## src/rtl/core/mls_pkg.sv

```systemverilog
`timescale 1ns / 1ps
`default_nettype none
// ----------------------------------------------------------------------------
// mls_pkg
// Shared widths, codes, reset values and types of the mouse-look smoother.
// ----------------------------------------------------------------------------
package mls_pkg;

  localparam int unsigned CmdW     = 3;
  localparam int unsigned MoveW    = 16;
  localparam int unsigned AngW     = 32;
  localparam int unsigned PitchW   = 25;
  localparam int unsigned SensW    = 16;
  localparam int unsigned SmoothW  = 17;
  localparam int unsigned SumWidthDef = 24;

  // bit-serial multiplier: signed multiplicand, unsigned multiplier
  localparam int unsigned MulAW    = 33;
  localparam int unsigned MulBW    = 17;
  localparam int unsigned ProdW    = MulAW + MulBW;

  // APB
  localparam int unsigned AddrW    = 5;
  localparam int unsigned DataW    = 32;

  localparam logic [CmdW-1:0] CmdDelta = 3'd0;
  localparam logic [CmdW-1:0] CmdTick  = 3'd1;
  localparam logic [CmdW-1:0] CmdBegin = 3'd2;
  localparam logic [CmdW-1:0] CmdEnd   = 3'd3;
  localparam logic [CmdW-1:0] CmdClear = 3'd4;

  localparam logic [2:0] RegEnable = 3'd0;
  localparam logic [2:0] RegSens   = 3'd1;
  localparam logic [2:0] RegInvert = 3'd2;
  localparam logic [2:0] RegUpper  = 3'd3;
  localparam logic [2:0] RegLower  = 3'd4;
  localparam logic [2:0] RegSmooth = 3'd5;

  localparam logic [SensW-1:0]          SensReset   = 16'd4096;
  localparam logic [SensW-1:0]          SensFloor   = 16'd41;
  localparam logic signed [PitchW-1:0]  UpperReset  = 25'sd5767168;
  localparam logic signed [PitchW-1:0]  LowerReset  = -25'sd5767168;
  localparam logic [SmoothW-1:0]        SmoothOne   = 17'h10000;

  typedef struct packed {
    logic load;
    logic step;
  } mul_ctrl_t;

  // product * 16 saturated to 32 bits; fits when bits [49:27] agree
  function automatic logic [AngW-1:0] sat_target(input logic [ProdW-1:0] p);
    logic same;
    same = (&p[ProdW-1:27]) | ~(|p[ProdW-1:27]);
    if (same) begin
      sat_target = {p[27:0], 4'b0000};
    end else if (p[ProdW-1]) begin
      sat_target = {1'b1, {(AngW-1){1'b0}}};
    end else begin
      sat_target = {1'b0, {(AngW-1){1'b1}}};
    end
  endfunction

endpackage
`default_nettype wire

```

## src/rtl/core/mls_in_if.sv

```systemverilog
`timescale 1ns / 1ps
`default_nettype none
// ----------------------------------------------------------------------------
// mls_in_if
// Input item channel: command and mouse counts.
// ----------------------------------------------------------------------------
interface mls_in_if;
  logic                                valid;
  logic                                ready;
  logic [mls_pkg::CmdW-1:0]            cmd;
  logic signed [mls_pkg::MoveW-1:0]    move_x;
  logic signed [mls_pkg::MoveW-1:0]    move_y;

  modport source (output valid, cmd, move_x, move_y, input ready);
  modport sink   (input valid, cmd, move_x, move_y, output ready);
endinterface
`default_nettype wire

```

## src/rtl/core/mls_out_if.sv

```systemverilog
`timescale 1ns / 1ps
`default_nettype none
// ----------------------------------------------------------------------------
// mls_out_if
// Result item channel: smoothed steps, totals and look flag.
// ----------------------------------------------------------------------------
interface mls_out_if;
  logic                                valid;
  logic                                ready;
  logic signed [mls_pkg::AngW-1:0]     yaw_step;
  logic signed [mls_pkg::AngW-1:0]     pitch_step;
  logic signed [mls_pkg::AngW-1:0]     yaw_total;
  logic signed [mls_pkg::PitchW-1:0]   pitch_total;
  logic                                is_looking;

  modport source (output valid, yaw_step, pitch_step, yaw_total, pitch_total,
                  is_looking, input ready);
  modport sink   (input valid, yaw_step, pitch_step, yaw_total, pitch_total,
                  is_looking, output ready);
endinterface
`default_nettype wire

```

## src/rtl/core/mls_mul_lane.sv

```systemverilog
`timescale 1ns / 1ps
`default_nettype none
// ----------------------------------------------------------------------------
// mls_mul_lane
// Bit-serial multiplier: one multiplier bit per cycle while step is set,
// product bits shifted out of the accumulator into a low shift register.
// ----------------------------------------------------------------------------
module mls_mul_lane (
  input  logic                                 clk_i,
  input  logic                                 rst_ni,
  input  mls_pkg::mul_ctrl_t                   ctrl_i,
  input  logic signed [mls_pkg::MulAW-1:0]     mcand_i,
  input  logic [mls_pkg::MulBW-1:0]            mplier_i,
  output logic signed [mls_pkg::ProdW-1:0]     prod_o
);

  logic signed [mls_pkg::MulAW-1:0] mcand_q, mcand_d;
  logic [mls_pkg::MulBW-1:0]        mplier_q, mplier_d;
  logic signed [mls_pkg::MulAW-1:0] acc_q, acc_d;
  logic [mls_pkg::MulBW-1:0]        lo_q, lo_d;
  logic signed [mls_pkg::MulAW:0]   sum;

  always_comb begin
    sum      = {acc_q[mls_pkg::MulAW-1], acc_q}
             + (mplier_q[0] ? {mcand_q[mls_pkg::MulAW-1], mcand_q}
                            : {(mls_pkg::MulAW+1){1'b0}});
    mcand_d  = mcand_q;
    mplier_d = mplier_q;
    acc_d    = acc_q;
    lo_d     = lo_q;
    if (ctrl_i.load) begin
      mcand_d  = mcand_i;
      mplier_d = mplier_i;
      acc_d    = '0;
      lo_d     = '0;
    end else if (ctrl_i.step) begin
      mplier_d = {1'b0, mplier_q[mls_pkg::MulBW-1:1]};
      acc_d    = sum[mls_pkg::MulAW:1];
      lo_d     = {sum[0], lo_q[mls_pkg::MulBW-1:1]};
    end
  end

  always_ff @(posedge clk_i or negedge rst_ni) begin
    if (!rst_ni) begin
      acc_q <= '0;
      lo_q  <= '0;
    end else begin
      acc_q <= acc_d;
      lo_q  <= lo_d;
    end
  end

  always_ff @(posedge clk_i) begin
    mcand_q  <= mcand_d;
    mplier_q <= mplier_d;
  end

  assign prod_o = {acc_q, lo_q};

endmodule
`default_nettype wire

```

## src/rtl/core/mouse_look_smoother_top.sv

```systemverilog
`timescale 1ns / 1ps
`default_nettype none
// ----------------------------------------------------------------------------
// mouse_look_smoother_top
// Mouse-look integrator: saturating delta sums, sensitivity scaling, one-pole
// smoothing per axis, wrapping yaw total and clamped pitch total.
// ----------------------------------------------------------------------------
// Every input item returns one result item. Delta, begin look, end look,
// reset accumulated, unknown commands and ticks outside look mode go from
// idle straight to the result hand-off. A tick in look mode runs both axes
// in parallel through a bit-serial multiplier lane each: load, 17 steps
// for the sensitivity scaling, saturation, 17 steps for the smoothing
// product, rounding, yaw add, pitch add, clamp and hand-off. A result
// register holds one finished item, so the next item is
// taken while that result waits. Registers are written through APB at
// byte address 4*i: enable, sensitivity, invert, pitch upper, pitch lower,
// smoothing factor.
// ----------------------------------------------------------------------------
module mouse_look_smoother_top #(
  parameter int unsigned SUM_WIDTH = mls_pkg::SumWidthDef
) (
  input  logic                          clk_i,
  input  logic                          rst_ni,
  mls_in_if.sink                        in_i,
  mls_out_if.source                     out_o,
  input  logic                          psel,
  input  logic                          penable,
  input  logic                          pwrite,
  input  logic [mls_pkg::AddrW-1:0]     paddr,
  input  logic [mls_pkg::DataW-1:0]     pwdata,
  output logic [mls_pkg::DataW-1:0]     prdata,
  output logic                          pready
);

  localparam int unsigned SumW1 = SUM_WIDTH + 1;
  localparam int unsigned CntW  = $clog2(mls_pkg::MulBW);
  localparam int unsigned AW    = mls_pkg::AngW;
  localparam int unsigned PW    = mls_pkg::PitchW;
  localparam int unsigned MW    = mls_pkg::MulAW;

  typedef enum logic [7:0] {
    StIdle  = 8'b0000_0001,
    StMulT  = 8'b0000_0010,
    StSat   = 8'b0000_0100,
    StMulS  = 8'b0000_1000,
    StFin   = 8'b0001_0000,
    StAcc   = 8'b0010_0000,
    StClamp = 8'b0100_0000,
    StEmit  = 8'b1000_0000
  } state_e;

  // configuration
  logic                          cfg_enable_q;
  logic [mls_pkg::SensW-1:0]     cfg_sens_q;
  logic                          cfg_invert_q;
  logic signed [PW-1:0]          cfg_upper_q;
  logic signed [PW-1:0]          cfg_lower_q;
  logic [mls_pkg::SmoothW-1:0]   cfg_smooth_q;
  logic                          cfg_wr;

  // state
  state_e                        state_q, state_d;
  logic [CntW-1:0]               cnt_q, cnt_d;
  logic                          looking_q, looking_d;
  logic signed [SUM_WIDTH-1:0]   sum_x_q, sum_x_d, sum_y_q, sum_y_d;
  logic signed [AW-1:0]          yaw_sm_q, yaw_sm_d, pitch_sm_q, pitch_sm_d;
  logic signed [AW-1:0]          yaw_acc_q, yaw_acc_d;
  logic signed [PW-1:0]          pitch_acc_q, pitch_acc_d;
  logic signed [AW-1:0]          tgt_y_q, tgt_y_d, tgt_p_q, tgt_p_d;
  logic signed [AW:0]            psum_q, psum_d;

  // result register
  logic                          out_valid_q, out_valid_d;
  logic                          out_load;
  logic signed [AW-1:0]          o_yaw_step_q, o_pitch_step_q, o_yaw_total_q;
  logic signed [PW-1:0]          o_pitch_total_q;
  logic                          o_looking_q;

  // lanes
  mls_pkg::mul_ctrl_t            mul_ctrl;
  logic signed [MW-1:0]          mcand_y, mcand_p;
  logic [mls_pkg::MulBW-1:0]     mplier;
  logic signed [mls_pkg::ProdW-1:0] prod_y, prod_p;

  // misc
  logic                          in_acc;
  logic                          active;
  logic [mls_pkg::SensW-1:0]     sens_eff;
  logic [mls_pkg::SmoothW-1:0]   s_eff;
  logic signed [AW-1:0]          sat_y, sat_p;
  logic signed [SumW1-1:0]       wide_x, wide_y;
  logic signed [SUM_WIDTH-1:0]   new_x, new_y;
  logic signed [SUM_WIDTH-1:0]   sum_max, sum_min;
  logic signed [MW-1:0]          sx_ext, sy_ext;
  logic signed [AW:0]            lim_hi, up_ext, lo_ext;
  logic                          last_step;

  // --------------------------------------------------------------------------
  // APB registers
  // --------------------------------------------------------------------------
  assign pready = 1'b1;
  assign cfg_wr = psel & penable & pwrite;

  always_ff @(posedge clk_i or negedge rst_ni) begin
    if (!rst_ni) begin
      cfg_enable_q <= 1'b1;
      cfg_sens_q   <= mls_pkg::SensReset;
      cfg_invert_q <= 1'b0;
      cfg_upper_q  <= mls_pkg::UpperReset;
      cfg_lower_q  <= mls_pkg::LowerReset;
      cfg_smooth_q <= '0;
    end else if (cfg_wr) begin
      case (paddr[4:2])
        mls_pkg::RegEnable: cfg_enable_q <= pwdata[0];
        mls_pkg::RegSens:   cfg_sens_q   <= pwdata[mls_pkg::SensW-1:0];
        mls_pkg::RegInvert: cfg_invert_q <= pwdata[0];
        mls_pkg::RegUpper:  cfg_upper_q  <= pwdata[PW-1:0];
        mls_pkg::RegLower:  cfg_lower_q  <= pwdata[PW-1:0];
        mls_pkg::RegSmooth: cfg_smooth_q <= pwdata[mls_pkg::SmoothW-1:0];
        default: ;
      endcase
    end
  end

  always_comb begin
    case (paddr[4:2])
      mls_pkg::RegEnable: prdata = {{(mls_pkg::DataW-1){1'b0}}, cfg_enable_q};
      mls_pkg::RegSens:   prdata = {{(mls_pkg::DataW-mls_pkg::SensW){1'b0}}, cfg_sens_q};
      mls_pkg::RegInvert: prdata = {{(mls_pkg::DataW-1){1'b0}}, cfg_invert_q};
      mls_pkg::RegUpper:  prdata = {{(mls_pkg::DataW-PW){cfg_upper_q[PW-1]}}, cfg_upper_q};
      mls_pkg::RegLower:  prdata = {{(mls_pkg::DataW-PW){cfg_lower_q[PW-1]}}, cfg_lower_q};
      mls_pkg::RegSmooth: prdata = {{(mls_pkg::DataW-mls_pkg::SmoothW){1'b0}}, cfg_smooth_q};
      default:            prdata = '0;
    endcase
  end

  // --------------------------------------------------------------------------
  // Multiplier lanes
  // --------------------------------------------------------------------------
  mls_mul_lane u_lane_yaw (
    .clk_i    (clk_i),
    .rst_ni   (rst_ni),
    .ctrl_i   (mul_ctrl),
    .mcand_i  (mcand_y),
    .mplier_i (mplier),
    .prod_o   (prod_y)
  );

  mls_mul_lane u_lane_pitch (
    .clk_i    (clk_i),
    .rst_ni   (rst_ni),
    .ctrl_i   (mul_ctrl),
    .mcand_i  (mcand_p),
    .mplier_i (mplier),
    .prod_o   (prod_p)
  );

  // --------------------------------------------------------------------------
  // Datapath and sequencer
  // --------------------------------------------------------------------------
  always_comb begin
    in_acc    = in_i.valid && (state_q == StIdle);
    active    = cfg_enable_q && looking_q;
    sens_eff  = (cfg_sens_q < mls_pkg::SensFloor) ? mls_pkg::SensFloor : cfg_sens_q;
    s_eff     = (cfg_smooth_q > mls_pkg::SmoothOne) ? mls_pkg::SmoothOne : cfg_smooth_q;
    sat_y     = mls_pkg::sat_target(prod_y);
    sat_p     = mls_pkg::sat_target(prod_p);
    last_step = (cnt_q == CntW'(mls_pkg::MulBW - 1));

    sum_max = {1'b0, {(SUM_WIDTH-1){1'b1}}};
    sum_min = {1'b1, {(SUM_WIDTH-1){1'b0}}};
    wide_x  = {sum_x_q[SUM_WIDTH-1], sum_x_q}
            + {{(SumW1-mls_pkg::MoveW){in_i.move_x[mls_pkg::MoveW-1]}}, in_i.move_x};
    wide_y  = {sum_y_q[SUM_WIDTH-1], sum_y_q}
            + {{(SumW1-mls_pkg::MoveW){in_i.move_y[mls_pkg::MoveW-1]}}, in_i.move_y};
    new_x   = (wide_x[SUM_WIDTH] != wide_x[SUM_WIDTH-1])
            ? (wide_x[SUM_WIDTH] ? sum_min : sum_max) : wide_x[SUM_WIDTH-1:0];
    new_y   = (wide_y[SUM_WIDTH] != wide_y[SUM_WIDTH-1])
            ? (wide_y[SUM_WIDTH] ? sum_min : sum_max) : wide_y[SUM_WIDTH-1:0];
    sx_ext  = {{(MW-SUM_WIDTH){sum_x_q[SUM_WIDTH-1]}}, sum_x_q};
    sy_ext  = {{(MW-SUM_WIDTH){sum_y_q[SUM_WIDTH-1]}}, sum_y_q};

    up_ext  = {{(AW+1-PW){cfg_upper_q[PW-1]}}, cfg_upper_q};
    lo_ext  = {{(AW+1-PW){cfg_lower_q[PW-1]}}, cfg_lower_q};
    lim_hi  = (psum_q > up_ext) ? up_ext : psum_q;

    state_d     = state_q;
    cnt_d       = cnt_q;
    looking_d   = looking_q;
    sum_x_d     = sum_x_q;
    sum_y_d     = sum_y_q;
    yaw_sm_d    = yaw_sm_q;
    pitch_sm_d  = pitch_sm_q;
    yaw_acc_d   = yaw_acc_q;
    pitch_acc_d = pitch_acc_q;
    tgt_y_d     = tgt_y_q;
    tgt_p_d     = tgt_p_q;
    psum_d      = psum_q;
    out_load    = 1'b0;
    mul_ctrl    = '0;
    mcand_y     = sx_ext;
    mcand_p     = cfg_invert_q ? -sy_ext : sy_ext;
    mplier      = {1'b0, sens_eff};

    case (state_q)
      StIdle: begin
        if (in_acc) begin
          state_d = StEmit;
          case (in_i.cmd)
            mls_pkg::CmdDelta: begin
              if (active) begin
                sum_x_d = new_x;
                sum_y_d = new_y;
              end
            end
            mls_pkg::CmdTick: begin
              sum_x_d = '0;
              sum_y_d = '0;
              if (active) begin
                mul_ctrl.load = 1'b1;
                cnt_d         = '0;
                state_d       = StMulT;
              end else begin
                yaw_sm_d   = '0;
                pitch_sm_d = '0;
              end
            end
            mls_pkg::CmdBegin: begin
              if (cfg_enable_q) begin
                looking_d = 1'b1;
              end
            end
            mls_pkg::CmdEnd: begin
              looking_d = 1'b0;
              sum_x_d   = '0;
              sum_y_d   = '0;
            end
            mls_pkg::CmdClear: begin
              yaw_acc_d   = '0;
              pitch_acc_d = '0;
            end
            default: ;
          endcase
        end
      end
      StMulT, StMulS: begin
        mul_ctrl.step = 1'b1;
        cnt_d         = cnt_q + 1'b1;
        if (last_step) begin
          state_d = (state_q == StMulT) ? StSat : StFin;
        end
      end
      StSat: begin
        // smoothed = t + round((old - t) * s / 65536)
        tgt_y_d       = sat_y;
        tgt_p_d       = sat_p;
        mcand_y       = {yaw_sm_q[AW-1], yaw_sm_q} - {sat_y[AW-1], sat_y};
        mcand_p       = {pitch_sm_q[AW-1], pitch_sm_q} - {sat_p[AW-1], sat_p};
        mplier        = s_eff;
        mul_ctrl.load = 1'b1;
        cnt_d         = '0;
        state_d       = StMulS;
      end
      StFin: begin
        yaw_sm_d   = tgt_y_q + prod_y[AW+15:16] + {{(AW-1){1'b0}}, prod_y[15]};
        pitch_sm_d = tgt_p_q + prod_p[AW+15:16] + {{(AW-1){1'b0}}, prod_p[15]};
        state_d    = StAcc;
      end
      StAcc: begin
        yaw_acc_d = yaw_acc_q + yaw_sm_q;
        psum_d    = {{(AW+1-PW){pitch_acc_q[PW-1]}}, pitch_acc_q}
                  + {pitch_sm_q[AW-1], pitch_sm_q};
        state_d   = StClamp;
      end
      StClamp: begin
        pitch_acc_d = (lim_hi < lo_ext) ? cfg_lower_q : lim_hi[PW-1:0];
        state_d     = StEmit;
      end
      StEmit: begin
        if (!out_valid_q || out_o.ready) begin
          out_load = 1'b1;
          state_d  = StIdle;
        end
      end
      default: state_d = StIdle;
    endcase

    out_valid_d = (out_valid_q && !out_o.ready) || out_load;
  end

  always_ff @(posedge clk_i or negedge rst_ni) begin
    if (!rst_ni) begin
      state_q     <= StIdle;
      cnt_q       <= '0;
      looking_q   <= 1'b0;
      sum_x_q     <= '0;
      sum_y_q     <= '0;
      yaw_sm_q    <= '0;
      pitch_sm_q  <= '0;
      yaw_acc_q   <= '0;
      pitch_acc_q <= '0;
      out_valid_q <= 1'b0;
    end else begin
      state_q     <= state_d;
      cnt_q       <= cnt_d;
      looking_q   <= looking_d;
      sum_x_q     <= sum_x_d;
      sum_y_q     <= sum_y_d;
      yaw_sm_q    <= yaw_sm_d;
      pitch_sm_q  <= pitch_sm_d;
      yaw_acc_q   <= yaw_acc_d;
      pitch_acc_q <= pitch_acc_d;
      out_valid_q <= out_valid_d;
    end
  end

  always_ff @(posedge clk_i) begin
    tgt_y_q <= tgt_y_d;
    tgt_p_q <= tgt_p_d;
    psum_q  <= psum_d;
    if (out_load) begin
      o_yaw_step_q    <= yaw_sm_q;
      o_pitch_step_q  <= pitch_sm_q;
      o_yaw_total_q   <= yaw_acc_q;
      o_pitch_total_q <= pitch_acc_q;
      o_looking_q     <= looking_q;
    end
  end

  assign in_i.ready        = (state_q == StIdle);
  assign out_o.valid       = out_valid_q;
  assign out_o.yaw_step    = o_yaw_step_q;
  assign out_o.pitch_step  = o_pitch_step_q;
  assign out_o.yaw_total   = o_yaw_total_q;
  assign out_o.pitch_total = o_pitch_total_q;
  assign out_o.is_looking  = o_looking_q;

endmodule
`default_nettype wire
```

## src/flat_wrapper.sv

```systemverilog
// flat-port wrapper written by rule: the top's interface ports become plain ports
module mouse_look_smoother_top_flat 
#(
  parameter int unsigned SUM_WIDTH = mls_pkg::SumWidthDef
)
  (clk_i, rst_ni, psel, penable, pwrite, paddr, pwdata, prdata, pready, in_i_valid, in_i_cmd, in_i_move_x, in_i_move_y, in_i_ready, out_o_valid, out_o_yaw_step, out_o_pitch_step, out_o_yaw_total, out_o_pitch_total, out_o_is_looking, out_o_ready);
  mls_in_if in_i_i ();
  mls_out_if out_o_i ();
  input  logic clk_i;
  input  logic rst_ni;
  input  logic psel;
  input  logic penable;
  input  logic pwrite;
  input  logic [mls_pkg::AddrW-1:0] paddr;
  input  logic [mls_pkg::DataW-1:0] pwdata;
  output logic [mls_pkg::DataW-1:0] prdata;
  output logic pready;
  input wire logic [$bits(in_i_i.valid)-1:0] in_i_valid;
  input wire logic [$bits(in_i_i.cmd)-1:0] in_i_cmd;
  input wire logic [$bits(in_i_i.move_x)-1:0] in_i_move_x;
  input wire logic [$bits(in_i_i.move_y)-1:0] in_i_move_y;
  output wire logic [$bits(in_i_i.ready)-1:0] in_i_ready;
  output wire logic [$bits(out_o_i.valid)-1:0] out_o_valid;
  output wire logic [$bits(out_o_i.yaw_step)-1:0] out_o_yaw_step;
  output wire logic [$bits(out_o_i.pitch_step)-1:0] out_o_pitch_step;
  output wire logic [$bits(out_o_i.yaw_total)-1:0] out_o_yaw_total;
  output wire logic [$bits(out_o_i.pitch_total)-1:0] out_o_pitch_total;
  output wire logic [$bits(out_o_i.is_looking)-1:0] out_o_is_looking;
  input wire logic [$bits(out_o_i.ready)-1:0] out_o_ready;
  assign in_i_i.valid = in_i_valid;
  assign in_i_i.cmd = in_i_cmd;
  assign in_i_i.move_x = in_i_move_x;
  assign in_i_i.move_y = in_i_move_y;
  assign in_i_ready = in_i_i.ready;
  assign out_o_valid = out_o_i.valid;
  assign out_o_yaw_step = out_o_i.yaw_step;
  assign out_o_pitch_step = out_o_i.pitch_step;
  assign out_o_yaw_total = out_o_i.yaw_total;
  assign out_o_pitch_total = out_o_i.pitch_total;
  assign out_o_is_looking = out_o_i.is_looking;
  assign out_o_i.ready = out_o_ready;
  mouse_look_smoother_top #(.SUM_WIDTH(SUM_WIDTH)) u_core (.clk_i(clk_i), .rst_ni(rst_ni), .in_i(in_i_i), .out_o(out_o_i), .psel(psel), .penable(penable), .pwrite(pwrite), .paddr(paddr), .pwdata(pwdata), .prdata(prdata), .pready(pready));
endmodule
```

## config.mk

```make
export PLATFORM = sky130hd
export DESIGN_NAME = mouse_look_smoother_top_flat
export DESIGN_NICKNAME = d
export VERILOG_FILES = /design/src/rtl/core/mls_pkg.sv /design/src/rtl/core/mls_in_if.sv /design/src/rtl/core/mls_out_if.sv /design/src/rtl/core/mls_mul_lane.sv /design/src/rtl/core/mouse_look_smoother_top.sv /design/src/flat_wrapper.sv
export SDC_FILE = /design/constraint.sdc
export NUM_CORES = 2
export LEC_CHECK = 0
export ABC_CLOCK_PERIOD_IN_PS = 9600
export BUFFER_PORTS_ARGS = -buffer_cell sky130_fd_sc_hd__buf_4
export CAP_MARGIN = 40
export CORE_MARGIN = 2
export CORE_UTILIZATION = 50
export CTS_CLUSTER_DIAMETER = 200
export CTS_CLUSTER_SIZE = 20
export DETAILED_ROUTE_END_ITERATION = 16
export GPL_TIMING_DRIVEN = 0
export PLACE_DENSITY_LB_ADDON = 0.3
export RECOVER_POWER = 25
export SETUP_SLACK_MARGIN = 0.2
export SLEW_MARGIN = 20
export SYNTH_ARGS = -nofsm -noshare
export SYNTH_HDL_FRONTEND = slang
export SYNTH_HIERARCHICAL = 1
export SYNTH_SLANG_ARGS = --single-unit
```

## constraint.sdc

```tcl
create_clock -name clk_i -period 9.6 [get_ports clk_i]
set_input_delay 1.92 -clock clk_i [delete_from_list [all_inputs] [get_ports clk_i]]
set_output_delay 1.92 -clock clk_i [all_outputs]
set_load 0.01 [all_outputs]
```

# --- After elaboration in Yosys (flattened, before gate mapping) ---
# Cells that the tools add are included.
totals:
  reg_bits: 688
  input_bits: 79
  output_inout_bits: 157
op_classes:
  n_reduce_logical: 35
  n_mux: 66
  add_sub_neg: 14
  eq_ne: 29
  bitwise: 6
  n_lt_le_gt_ge: 4
ops:
  columns: ["cell", "n"]
  rows:
  - ["32-bit 2-to-1 mux", 9]
  - ["33-bit 2-to-1 mux", 8]
  - ["32-bit one-hot mux with 2 select lines", 3]
  - ["32-bit one-hot mux with 6 select lines", 1]
  - ["17-bit 2-to-1 mux", 10]
  - ["24-bit 2-to-1 mux", 6]
  - ["32-bit adder", 3]
  - ["24-bit one-hot mux with 2 select lines", 2]
  - ["25-bit 2-to-1 mux", 3]
  - ["34-bit adder", 2]
  - ["34-bit 2-to-1 mux", 2]
  - ["32-bit by 32-bit subtractor with 33-bit output", 2]
  - ["32-bit by 1-bit adder with 32-bit output", 2]
  - ["8-bit one-hot mux with 7 select lines", 1]
  - ["24-bit by 16-bit adder with 25-bit output", 2]
  - ["25-bit one-hot mux with 2 select lines", 1]
  - ["23-bit AND reduction", 2]
  - ["23-bit OR reduction", 2]
  - ["8-bit 2-to-1 mux", 5]
  - ["25-bit by 32-bit adder with 33-bit output", 1]
  - ["33-bit by 25-bit greater-than comparator with 1-bit output", 1]
  - ["33-bit by 25-bit less-than comparator with 1-bit output", 1]
  - ["24-bit negator with 33-bit output", 1]
  - ["5-bit 2-to-1 mux", 4]
  - ["other kinds (35)", 80]

# --- Logic depth before layout (Yosys ltp) ---
depth:
  ltp_word: 6
  mapped_depth: 23
  depth_no_buf: 19

# --- Cells and area by module ---
# The synthesis kept the hierarchy.
by_module_without_submodules:
  columns: ["module", "n_inst", "cells_per_inst", "seq_area_each_um2", "area_each_um2"]
  rows:
  - ["mouse_look_smoother_top", 1, 3612, 13140.1, 33224.4]
  - ["mls_mul_lane (u_core.u_lane_pitch)", 1, 530, 2752.6, 5715.5]
  - ["mls_mul_lane (u_core.u_lane_yaw)", 1, 518, 2752.6, 5620.4]

# --- Worst setup path before layout ---
# Ideal clock, no wire load.
synth_path:
  kind: "input to register"
  startpoint: "in in_i_cmd[0]"
  endpoint: "reg u_core/u_lane_yaw/mplier_q[0] (netlist name) (enable)"
  path_buffers: 2
  required_time_ns: 9.231
  t_arrival_ns: 9.383
  path_stages: 8
  path_slack_ns: -0.152
  cell_sequence: "clkbuf_1 > inv_1 > nor3_1 > nand3_1 > o21ai_0 > nor2_1 > clkbuf_1 > inv_1"
synth_lines:
  columns: ["item", "line", "rtl"]
  rows:
  - ["from (decl)", "flat_wrapper.sv:19", "input wire logic [$bits(in_i_i.cmd)-1:0] in_i_cmd;"]
  - ["to (signal assigned)", "mls_mul_lane.sv:55", "mplier_q <= mplier_d;"]
  - ["to (decl)", "mls_mul_lane.sv:18", "logic [mls_pkg::MulBW-1:0] mplier_q, mplier_d;"]

# --- Worst setup path in the final report ---
layout_path:
  startpoint: "reg u_core.cfg_upper_q[24]"
  endpoint: "reg u_core.pitch_acc_q[12]"
layout_via:
  elab_chain_cells: 5
layout_lines:
  columns: ["item", "line", "rtl"]
  rows:
  - ["from (decl)", "mouse_look_smoother_top.sv:56", "logic signed [PW-1:0] cfg_upper_q;"]
  - ["from (signal assigned)", "mouse_look_smoother_top.sv:109", "cfg_upper_q <= mls_pkg::UpperReset;"]
  - ["from (signal assigned)", "mouse_look_smoother_top.sv:117", "mls_pkg::RegUpper: cfg_upper_q <= pwdata[PW-1:0];"]
  - ["33-bit by 25-bit greater-than comparator with 1-bit output", "mouse_look_smoother_top.sv:185", "lim_hi = (psum_q > up_ext) ? up_ext : psum_q;"]
  - ["33-bit 2-to-1 mux *", "mouse_look_smoother_top.sv:185", null]
  - ["33-bit by 25-bit less-than comparator with 1-bit output", "mouse_look_smoother_top.sv:276", "pitch_acc_d = (lim_hi < lo_ext) ? cfg_lower_q : lim_hi[PW-1:0];"]
  - ["25-bit 2-to-1 mux *", "mouse_look_smoother_top.sv:276", null]
  - ["25-bit one-hot mux with 2 select lines *", "mouse_look_smoother_top.sv:205", "case (state_q)"]
  - ["to (signal assigned)", "mouse_look_smoother_top.sv:312", "pitch_acc_q <= pitch_acc_d;"]
  - ["to (decl)", "mouse_look_smoother_top.sv:68", "logic signed [PW-1:0] pitch_acc_q, pitch_acc_d;"]
# Every way passes the cells marked *; elsewhere a longest branch is shown, timed or not.
# A chain may end at the register's enable or synchronous reset.

==> impl_metrics.ini <==
[synthesis]
synth_nets = 5120
async_reset_ff_share_pct = 54.1
synth_edf_count = 313
ys_ff_latch = 682
yosysSeqAreaShare_pct = 41.8
syn_area_per_cell_um2 = 9.56
synth_warnings = 6
post_synth_num_cell_types = 113
ys.flop_type = dfrtp_1
syn_area_um2 = 44600
netlist_instances = 4660

[global_route]
grt_start_max_net_pins = 98
grt_util_met2_pct = 48.2
busiest_layer = met2
grt.overflow.total = 0
grt_pass1_wl_um = 210000
met3_usage_pct = 4.07
antenna_found_initial = 1
met1_usage_pct = 38.6
grt_pass1_vias = 36100
grt_usage_pct = 29.5

[routing]
vias = 37900
drtPass1Iterations = 9
drc_errors = 0
vias_per_cell = 6.15
totalWireLength_um = 138000
ant_nets = 0
drtIter0Drc = 3922
avgRoutedWirePerCell_um = 22.3

[worst_setup_path]
critical_path.endpoint_type = flip-flop
start_kind = flip-flop
r2r_cells = 21
worstSetupPathType = reg2reg
crit_path_max_fanout = 12
worst_path_max_delay_cell = nor3_1
cpPeakStageDelay_ns = 0.66
cp.arrival_ns = 7.85
required_ns = 10.14
regToRegStartpoint = u_core/cfg_upper_q[24]
rrSetupSlack_ns = 2.29
crit-reg2reg-capture = u_core/pitch_acc_q[12]
cpMostUsedCell = clkbuf_1
crit_chain = inv_1 > ha_1 > a21oi_1 > a21oi_1 > a311oi_1 > o2111ai_1 > o221ai_2 > clkbuf_1 > nor2_1 > a21o_1 > ha_1 > clkbuf_1 > nand4_1 > nor3_1 > o21ai_0 > o311ai_1 > nor3_1 > a311oi_2 > clkbuf_1 > nand4_1 > o211ai_2

[clock_tree]
cts_root_buf = clkbuf_16
cts_max_path_buffers = 3
clk_latency_ns = 0.63
hold_buffers = 0
cts.reportedPaths.clkPinSlew_ns = 0.09
cts-buffers-inserted = 40
post_cts_resized = 0
htreeDepth = 2
cts_tree = built
cts_setup_buffers = 0
cts.sinks = 682

[outcome]
violations = max-capacitance violations, max-slew violations
status = complete, but fails checks

[sta]
tightestPinTransition_ns = 3.04
hold_violations = 0
min_period_ns = 7.31
slew_viol_final = 46
timing.slew.headroom_pct = -103
max_freq_ghz = 0.137
tns_ns = 0
setup_ws_ns = 2.29
skew_ns = 0.0266
rsz0062_at_grt = false
post-route-period-util_pct = 76.1
setup_viol = 0

[floorplan]
start_util_pct = 50.4
num_rows = 109
die_area_um2 = 91500
fp.dieW_um = 303
fp.coreArea_um2 = 88400
io_pins = 236
die_h_um = 303

[pwr]
power.share.sequential_pct = 35.2
power.density_nw_per_um2 = 267
switching_share_pct = 44.0
p_sw_uw = 5830
internal_power_uw = 7420
p_leak_uw = 0.0219
power_frac_clock_pct = 13.9
power_uw = 13200
vdd.ir_drop.worst_uv = 244
combinationalPowerShare_pct = 50.9

[min_path]
hold_path_end = u_core/out_o.yaw_total[13]
hold_start = u_core/yaw_acc_q[13]
hold_path.class = reg2reg
holdPathStages = 0

[final_layout]
final_nets = 5425
drive_gt1_share_pct = 10.0
fin_cells = 6162
fin_area_um2 = 49500
antenna_cells = 0
syn_to_final_growth_pct = 11.2

[placement]
place_ws_ns = 2.76
hpwl_um = 109000
place_congestion = 0.960
placedCellCount = 6081
numPortBuffers = 222
placed_area_um2 = 48300

[flow_run]
max_cap_viol_count = 1
==> sequential cells by signal, indices dropped and copies added, names as in the netlist, 24 cells and up <==
| name | count |
|---|---|
| u_core/pitch_acc_q | 25 |
| u_core/tgt_y_q | 29 |
| u_core/sum_y_q | 24 |
| u_core/cfg_upper_q | 25 |
| u_core/u_lane_yaw/acc_q | 33 |
| u_core/out_o.pitch_total | 25 |
| u_core/psum_q | 33 |
| u_core/u_lane_yaw/mcand_q | 33 |
| u_core/sum_x_q | 24 |
| u_core/out_o.yaw_total | 32 |
| u_core/u_lane_pitch/mcand_q | 33 |
| u_core/yaw_sm_q | 32 |
| u_core/tgt_p_q | 29 |
| u_core/u_lane_pitch/acc_q | 33 |
| u_core/cfg_lower_q | 25 |
| u_core/out_o.yaw_step | 32 |
| u_core/yaw_acc_q | 32 |
| u_core/out_o.pitch_step | 32 |
| u_core/pitch_sm_q | 32 |
==> critical path, delay by kind of cell, from the launching register on <==
kind            cells  cell delay (ns)
simple gates        5             1.49
compound gates     10             3.12
buf+inv             4             1.60
flops               1             0.38
fa+ha+maj           2             0.61
==> how the worst max path moves through the flow <==
stage,startpoint,endpoint,cells after the start
3_5_place_dp,u_core/cfg_upper_q[24],u_core/pitch_acc_q[8],21
3_3_place_gp,in_i_cmd[0],u_core/u_lane_yaw/mplier_q[13],8
6_report,u_core/cfg_upper_q[24],u_core/pitch_acc_q[12],21
2_1_floorplan,out_o_ready,u_core/out_o.is_looking,2
5_1_grt,u_core/cfg_upper_q[24],u_core/pitch_acc_q[12],21
4_1_cts,u_core/cfg_upper_q[24],u_core/pitch_acc_q[12],21
==> layer usage <==
layer	wire length, um	vias to the layer above	part of all wire (%)
li1	-	17700	-
met1	57100	18400	41
met2	63400	1484	46
met3	9450	331	6.9
met4	7630	2	5.5
met5	13	-	0.0094
==> power by group through the flow <==
stage | logic [uW] | clock network (uW) | registers (uW)
6_report | 6740 | 1840 | 4660
3_3_place_gp | 6390 | 0 | 4740
5_1_grt | 7470 | 1970 | 4700
3_5_place_dp | 6590 | 0 | 4710
2_1_floorplan | 4880 | 0 | 4350
4_1_cts | 6640 | 1870 | 4650
==> cell usage in the layout, fill, tap and decap left out, drive strengths merged, types with 39 or more instances in the layout <==
master	count
o31ai	39
a211oi	47
edfxtp	313
nor2	265
and3	40
ha	369
o211ai	54
mux2i	74
nand3	83
dfrtp	359
buf	296
a31oi	41
o21ai	453
nand2b	52
a21o	158
clkbuf	214
a21oi	334
nand2	520
o21bai	39
nor3	64
mux2	71
nand4	80
xnor2	157
xor2	102
and2	83
inv	241
==> per-stage QoR <==
step,hold slack [ns],utilization [%]
floorplan,0.440,-
global placement,0.454,54.0
detailed placement,0.467,54.7
CTS,0.488,56.0
global route,0.505,56.1
finish,0.486,56.1
==> cell families (layout without fill, tap and decap cells) <==
logic type | after synthesis | after routing | share of synthesized area (%)
compound gates | 1408 | 1408 | 20.3
xor+xnor | 259 | 259 | 5.09
fa+ha+maj | 382 | 382 | 10.9
buf+inv | 419 | 756 | 3.73
flops | 682 | 682 | 41.8
mux | 145 | 145 | 3.49
other cells | 1 | 1 | 0.00842
simple gates | 1364 | 1364 | 14.6
==> cell type report <==
cell class	instances	area [um2]
Fill cell	7923	38800
Multi-Input combinational cell	3559	24300
Sequential cell	682	18600
Timing Repair Buffer	263	2300
Tap cell	1165	1460
Clock buffer	70	1110
Inverter	239	897
Buffer	180	769
Clock inverter	4	65.1
==> Yosys cell counts, types with 24 or more instances <==
| master | count | area share, % |
|---|---|---|
| edfxtp_1 | 313 | 21 |
| nand4_1 | 79 | 1.1 |
| a211oi_1 | 43 | 0.72 |
| a31oi_1 | 40 | 0.56 |
| nand2b_1 | 52 | 0.73 |
| nor3_1 | 64 | 0.72 |
| ha_1 | 369 | 10 |
| o21bai_1 | 38 | 0.64 |
| and2_1 | 83 | 1.2 |
| mux2_2 | 70 | 1.8 |
| or3_1 | 24 | 0.34 |
| o211ai_1 | 31 | 0.52 |
| nor2_1 | 265 | 2.2 |
| mux2i_1 | 73 | 1.6 |
| inv_1 | 238 | 2.0 |
| and3_1 | 38 | 0.53 |
| nand2_1 | 520 | 4.4 |
| o31ai_1 | 37 | 0.62 |
| nor4_1 | 37 | 0.52 |
| o21ai_1 | 60 | 0.67 |
| nand3_1 | 83 | 0.93 |
| a22oi_1 | 37 | 0.62 |
| clkbuf_1 | 142 | 1.2 |
| a22o_1 | 28 | 0.55 |
| a21oi_1 | 333 | 3.7 |
| xnor2_1 | 157 | 3.1 |
| xor2_1 | 102 | 2.0 |
| a21o_1 | 156 | 2.6 |
| nor2b_1 | 36 | 0.51 |
| o21ai_0 | 390 | 4.4 |
| dfrtp_1 | 359 | 20 |
| o21a_1 | 37 | 0.62 |
Power figures use the tool's default switching activity.
